==> config.mk <==
export PLATFORM = sky130hd
export DESIGN_NAME = okss_presence
export DESIGN_NICKNAME = d
export VERILOG_FILES = /design/src/hw/rtl/okss_pkg.sv /design/src/hw/rtl/okss_presence.sv
export SDC_FILE = /design/constraint.sdc
export NUM_CORES = 2
export LEC_CHECK = 0
export BUFFER_PORTS_ARGS = -buffer_cell sky130_fd_sc_hd__buf_2
export CELL_PAD_IN_SITES_DETAIL_PLACEMENT = 1
export CELL_PAD_IN_SITES_GLOBAL_PLACEMENT = 2
export CORE_ASPECT_RATIO = 1.4
export CORE_UTILIZATION = 35
export DETAILED_ROUTE_END_ITERATION = 7
export GPL_ROUTABILITY_DRIVEN = 1
export GPL_TIMING_DRIVEN = 0
export HOLD_SLACK_MARGIN = 0.15
export PLACE_DENSITY = 0.69
export SLEW_MARGIN = 10
export SYNTH_ARGS = -nofsm -noshare
export SYNTH_HDL_FRONTEND = slang
export SYNTH_SLANG_ARGS = --single-unit
==> constraint.sdc <==
create_clock -name clk_i -period 7 [get_ports clk_i]
set_input_delay 1.4 -clock clk_i [delete_from_list [all_inputs] [get_ports clk_i]]
set_output_delay 1.4 -clock clk_i [all_outputs]
set_load 0.05 [all_outputs]
==> src/hw/rtl/okss_pkg.sv <==
// Shared types, widths, command codes and a helper function for the ordered key set.
`timescale 1ns / 1ps

package okss_pkg;

  // Field widths of the item and result channels.
  localparam int unsigned KEY_W  = 10;
  localparam int unsigned DATA_W = 32;
  localparam int unsigned CMD_W  = 2;

  // Presence map geometry: one 32-bit word per cluster, one summary bit per cluster.
  localparam int unsigned OFF_W   = 5;
  localparam int unsigned CLUS_W  = KEY_W - OFF_W;
  localparam int unsigned WORD_W  = 1 << OFF_W;
  localparam int unsigned NCLUST  = 1 << CLUS_W;
  localparam int unsigned NKEYS   = 1 << KEY_W;

  // Command codes.
  localparam logic [CMD_W-1:0] CMD_INSERT = 2'd0;
  localparam logic [CMD_W-1:0] CMD_LOOKUP = 2'd1;
  localparam logic [CMD_W-1:0] CMD_SUCC   = 2'd2;

  // Query presented to the presence map by the first pipeline stage.
  typedef struct packed {
    logic [CMD_W-1:0] cmd;
    logic [KEY_W-1:0] key;
  } okss_req_t;

  // Presence map update for an insert leaving the first stage.
  typedef struct packed {
    logic             we;
    logic [KEY_W-1:0] key;
  } okss_upd_t;

  // Answer of the presence map: whether a key was found and which one.
  typedef struct packed {
    logic             found;
    logic [KEY_W-1:0] key;
  } okss_res_t;

  // Index of the lowest set bit of a word; zero when the word is empty.
  function automatic logic [OFF_W-1:0] lowest_bit(input logic [WORD_W-1:0] w);
    logic [OFF_W-1:0] r;
    r = '0;
    for (int i = WORD_W - 1; i >= 0; i--) begin
      if (w[i]) begin
        r = OFF_W'(i);
      end
    end
    return r;
  endfunction

endpackage

==> src/hw/rtl/okss_presence.sv <==
// Two-level presence map with per-cluster minimum, answering lookup and successor queries.
`timescale 1ns / 1ps

module okss_presence (
  input  logic                clk_i,
  input  logic                rst_ni,
  input  okss_pkg::okss_req_t req_i,
  input  okss_pkg::okss_upd_t upd_i,
  output okss_pkg::okss_res_t res_o
);
  import okss_pkg::*;

  logic [WORD_W-1:0] cluster_q [NCLUST];
  logic [NCLUST-1:0] summary_q;
  logic [OFF_W-1:0]  min_q [NCLUST];

  logic [KEY_W:0]    next_key;
  logic              last_key;
  logic [CLUS_W-1:0] rd_clus;
  logic [WORD_W-1:0] rd_word;
  logic [WORD_W-1:0] tail_word;
  logic [NCLUST-1:0] later_clus;
  logic [CLUS_W-1:0] next_clus;
  logic [CLUS_W-1:0] wr_clus;
  logic [OFF_W-1:0]  wr_off;
  logic [NCLUST-1:0] nonempty;

  // Read side: one cluster word at the query's cluster (the next key's cluster for a successor),
  // one minimum at the next non-empty cluster above it, taken from the summary.
  always_comb begin
    next_key   = {1'b0, req_i.key} + (KEY_W + 1)'(1);
    last_key   = (req_i.key == {KEY_W{1'b1}});
    rd_clus    = (req_i.cmd == CMD_SUCC) ? next_key[KEY_W-1:OFF_W] : req_i.key[KEY_W-1:OFF_W];
    rd_word    = cluster_q[rd_clus];
    tail_word  = rd_word & ({WORD_W{1'b1}} << next_key[OFF_W-1:0]);
    later_clus = summary_q & (({NCLUST{1'b1}} << rd_clus) << 1);
    next_clus  = lowest_bit(later_clus);
  end

  // Answer selection per command.
  always_comb begin
    res_o = '0;
    case (req_i.cmd)
      CMD_INSERT: begin
        res_o.found = 1'b1;
        res_o.key   = req_i.key;
      end
      CMD_LOOKUP: begin
        res_o.found = rd_word[req_i.key[OFF_W-1:0]];
        res_o.key   = req_i.key;
      end
      CMD_SUCC: begin
        if (last_key) begin
          res_o = '0;
        end else if (|tail_word) begin
          res_o.found = 1'b1;
          res_o.key   = {rd_clus, lowest_bit(tail_word)};
        end else if (|later_clus) begin
          res_o.found = 1'b1;
          res_o.key   = {next_clus, min_q[next_clus]};
        end
      end
      default: begin
        res_o = '0;
      end
    endcase
  end

  assign wr_clus = upd_i.key[KEY_W-1:OFF_W];
  assign wr_off  = upd_i.key[OFF_W-1:0];

  // Presence bits and summary, cleared at reset.
  always_ff @(posedge clk_i or negedge rst_ni) begin
    if (!rst_ni) begin
      for (int i = 0; i < NCLUST; i++) begin
        cluster_q[i] <= '0;
      end
      summary_q <= '0;
    end else if (upd_i.we) begin
      cluster_q[wr_clus] <= cluster_q[wr_clus] | (WORD_W'(1) << wr_off);
      summary_q[wr_clus] <= 1'b1;
    end
  end

  // Smallest offset per cluster; only read while the cluster's summary bit is set.
  always_ff @(posedge clk_i) begin
    if (upd_i.we) begin
      if (!summary_q[wr_clus] || (wr_off < min_q[wr_clus])) begin
        min_q[wr_clus] <= wr_off;
      end
    end
  end

  // Which clusters hold any key, for checking the summary.
  always_comb begin
    for (int i = 0; i < NCLUST; i++) begin
      nonempty[i] = |cluster_q[i];
    end
  end

  // The summary always mirrors the cluster words.
  a_summary_match: assert property (@(posedge clk_i) disable iff (!rst_ni)
    summary_q == nonempty)
    else $error("summary disagrees with cluster words");

  // An insert leaves its key marked present.
  a_insert_marks: assert property (@(posedge clk_i) disable iff (!rst_ni)
    upd_i.we |=> cluster_q[$past(wr_clus)][$past(wr_off)])
    else $error("inserted key not marked present");

  // A successor found lies strictly above the searched key.
  a_succ_above: assert property (@(posedge clk_i) disable iff (!rst_ni)
    (res_o.found && (req_i.cmd == CMD_SUCC)) |-> (res_o.key > req_i.key))
    else $error("successor not above searched key");

endmodule

==> flow_summary.ini <==
[run_status]
status = complete, but fails checks
failed_checks = capacitance limit, slew limit, setup timing

[setup_path]
path_max_fanout = 10
crit_buf_inv = 8
critPathLaunchType = primary input
r2r-end = min_q[1][2]
critPathKind = in -> reg
critPathSlowestCell = clkbuf_1
cp_data_arrival_time_ps = 8130
required_ps = 7640
critPathTopFamily = buffers and inverters
r2r_slack_ps = 2920
path_depth = 11
max_stage_delay_ps = 1160
r2r_start = min_q[10][1]
cp-end-kind = flip-flop
reg2regPathDepth = 12
cp_cell_sequence = clkbuf_1, clkbuf_2, clkbuf_1, buf_2, clkbuf_2, buf_16, nand3_1, nor2_1, clkbuf_2, clkbuf_1, a21oi_1

[clock_tree]
insertion_delay_ps = 850
clockRootBuffer = clkbuf_16
cts_buffers = 138
cts.path.max_buffers = 3
cts_tree = done
ctsHoldBuffers = 0
cts_sinks = 1216
htree_levels = 4
clk_pin_slew_ps = 60

[cells_and_area]
fin_util = 0.439
area_delta_synth_final_pct = 24.2
fill_cells = 19400
finalInstanceArea_um2 = 79800
drive_gt1_frac = 0.269
stdcell_count = 8757
nets = 6218
final_common_cell = dfrtp_1
layout_common_cells = 1056 x dfrtp_1, 853 x nand2_1, 725 x o21ai_0

[drt]
wl_per_cell_um = 48.0
ant_nets = 0
vias = 61100
drt-initial-drc-count = 8786
drc = 0
viasPerCell = 6.98
drtPass1Iterations = 7
wirelength_mm = 420

[power]
p_per_area_nw_per_um2 = 291
total_power_mw = 23.3
leakagePower_nw = 31.9
irDropWorstVdd_mv = 0.224

[timing]
worstMarginPinSlew_ps = 1610
drv_slew = 44
final.setup_skew_ps = 26.6
finalCritPeriodShare = 1.07
fin_hold_ws_ps = 442
hold_viol = 0
setup_slack_ps = -483
maxClockFrequency_mhz = 134
post-route-min-period_ps = 7480
rsz0062_at_grt = true
tns_ps = -33430
finalSetupViolations = 265
max_slew_margin = -0.0705

[global_route]
grt_overflow = 0
grt_pass1_wl_mm = 556
use_met2 = 0.660
grtUsageMet1 = 0.507
track_usage = 0.455
grt_pass1_vias = 59900
grtUsageMet3 = 0.168
antenna_found_initial = 46
busiest_layer = met2
grt_max_degree = 146

[yosys]
postSynthCellCount = 5749
seq_area_frac_synth = 0.486
yosys_warnings = 0
synthDistinctLibCells = 92
synth_area_per_cell_um2 = 11.2
synth-async-reset-ratio = 0.868
syn_area_um2 = 64300
synth_edf_count = 160
ys.flop_type = dfrtp_1
syn_nets = 5782
synth_seq_cells = 1216

[place]
place_inst = 8257
gp_congestion = 1.06
placed_cell_area_um2 = 68800
port_buffers = 27
dp_slack_ps = -4980
hpwl_mm = 293

[floorplan]
fp.dieW_um = 364
core_um2 = 182000
start_util = 0.353
dieArea_um2 = 185000
row_count = 185
ios = 36
die_h_um = 509

[job]
maxCapViolCount = 7

[hold_path]
hold_path.class = in -> async
[Yosys cell counts, types with 16 or more instances]
| library cell | instances | area [um^2] |
|---|---|---|
| mux2i_1 | 154 | 1540 |
| mux4_2 | 577 | 13000 |
| a221oi_1 | 25 | 219 |
| a32oi_1 | 18 | 158 |
| clkbuf_1 | 412 | 1550 |
| buf_4 | 16 | 120 |
| o21ai_0 | 742 | 3710 |
| nand3_1 | 67 | 335 |
| edfxtp_1 | 160 | 4800 |
| nand2b_1 | 22 | 138 |
| nor2_1 | 503 | 1890 |
| nor3_1 | 19 | 95.1 |
| o211ai_1 | 17 | 128 |
| and2_1 | 18 | 113 |
| a2111oi_0 | 17 | 149 |
| nand2_1 | 870 | 3270 |
| dfrtp_1 | 1056 | 26400 |
| mux2_2 | 18 | 203 |
| nor2b_1 | 27 | 169 |
| buf_2 | 92 | 460 |
| a22oi_1 | 107 | 803 |
| a22o_1 | 17 | 149 |
| inv_1 | 24 | 90.1 |
| a21oi_1 | 415 | 2080 |
| a211oi_1 | 29 | 218 |
| a31oi_1 | 22 | 138 |
| buf_1 | 57 | 214 |
[cell families (layout without fill, tap and decap cells)]
logic type | after synthesis | after routing | synth area share
adder cells (fa/ha/maj) | 8 | 8 | 0.00156
AND/OR/NAND/NOR | 1617 | 1617 | 0.104
XOR/XNOR | 10 | 10 | 0.00148
buffers and inverters | 606 | 1144 | 0.0387
other | 0 | 39 | 0
multiplexers | 749 | 749 | 0.229
flip-flops | 1216 | 1216 | 0.486
AO/OA/AOI/OAI | 1543 | 1543 | 0.139
[layer usage]
metal	vias up	routed length [um]
met1	31800	138000
met5	-	157
li1	22200	-
met4	12	52800
met2	5153	179000
met3	1940	50500
[worst max path at each step]
| stage | startpoint | endpoint |
|---|---|---|
| 5_1_grt | req_i[0] | res_o[9] |
| 6_report | upd_i[7] | cluster_q[112] |
| 4_1_cts | req_i[1] | res_o[9] |
| 3_5_place_dp | upd_i[6] | min_q[28][3] |
| 3_3_place_gp | rst_ni | cluster_q[2] |
| 2_1_floorplan | req_i[0] | res_o[2] |
[sequential cells by signal (all words and copies together) (netlist names)]
signal	cells
min_q	160
cluster_q	1024
summary_q	32
[cell type report]
| cell class | count | area (um^2) | area share |
|---|---|---|---|
| tap | 2431 | 3040 | 0.0381 |
| buffer | 572 | 4180 | 0.0523 |
| timing repair buffer | 306 | 3760 | 0.0471 |
| antenna | 39 | 97.6 | 0.00122 |
| clock buffer | 202 | 4120 | 0.0516 |
| inverter | 24 | 90.1 | 0.00113 |
| sequential | 1216 | 31200 | 0.391 |
| multi-input combinational | 3927 | 32900 | 0.412 |
| clock inverter | 40 | 458 | 0.00574 |
[timing repair]
action / 4_1_cts / 5_1_grt
hold endpoints to repair: 0 / 0
cloned: 9 / 0
endpoints found under the setup margin: 1211 / 177
setup buffers: 183 / 35
pin swaps: 114 / 49
resized for setup: 849 / 86
[power breakdown]
| part | total (mW) | switching, mW | internal, mW |
|---|---|---|---|
| sequential | 9.27 | 1.01 | 8.26 |
| clock | 7.73 | 3.35 | 4.37 |
| combinational | 6.26 | 3.68 | 2.58 |
[worst register-to-register path, delay by kind of cell, from the launching register on]
kind | cells | cell delay [ps]
AO/OA/AOI/OAI | 6 | 1360
adder cells (fa/ha/maj) | 1 | 220
flip-flops | 1 | 400
multiplexers | 1 | 490
AND/OR/NAND/NOR | 4 | 1210
(Power assumes the default switching activity.)
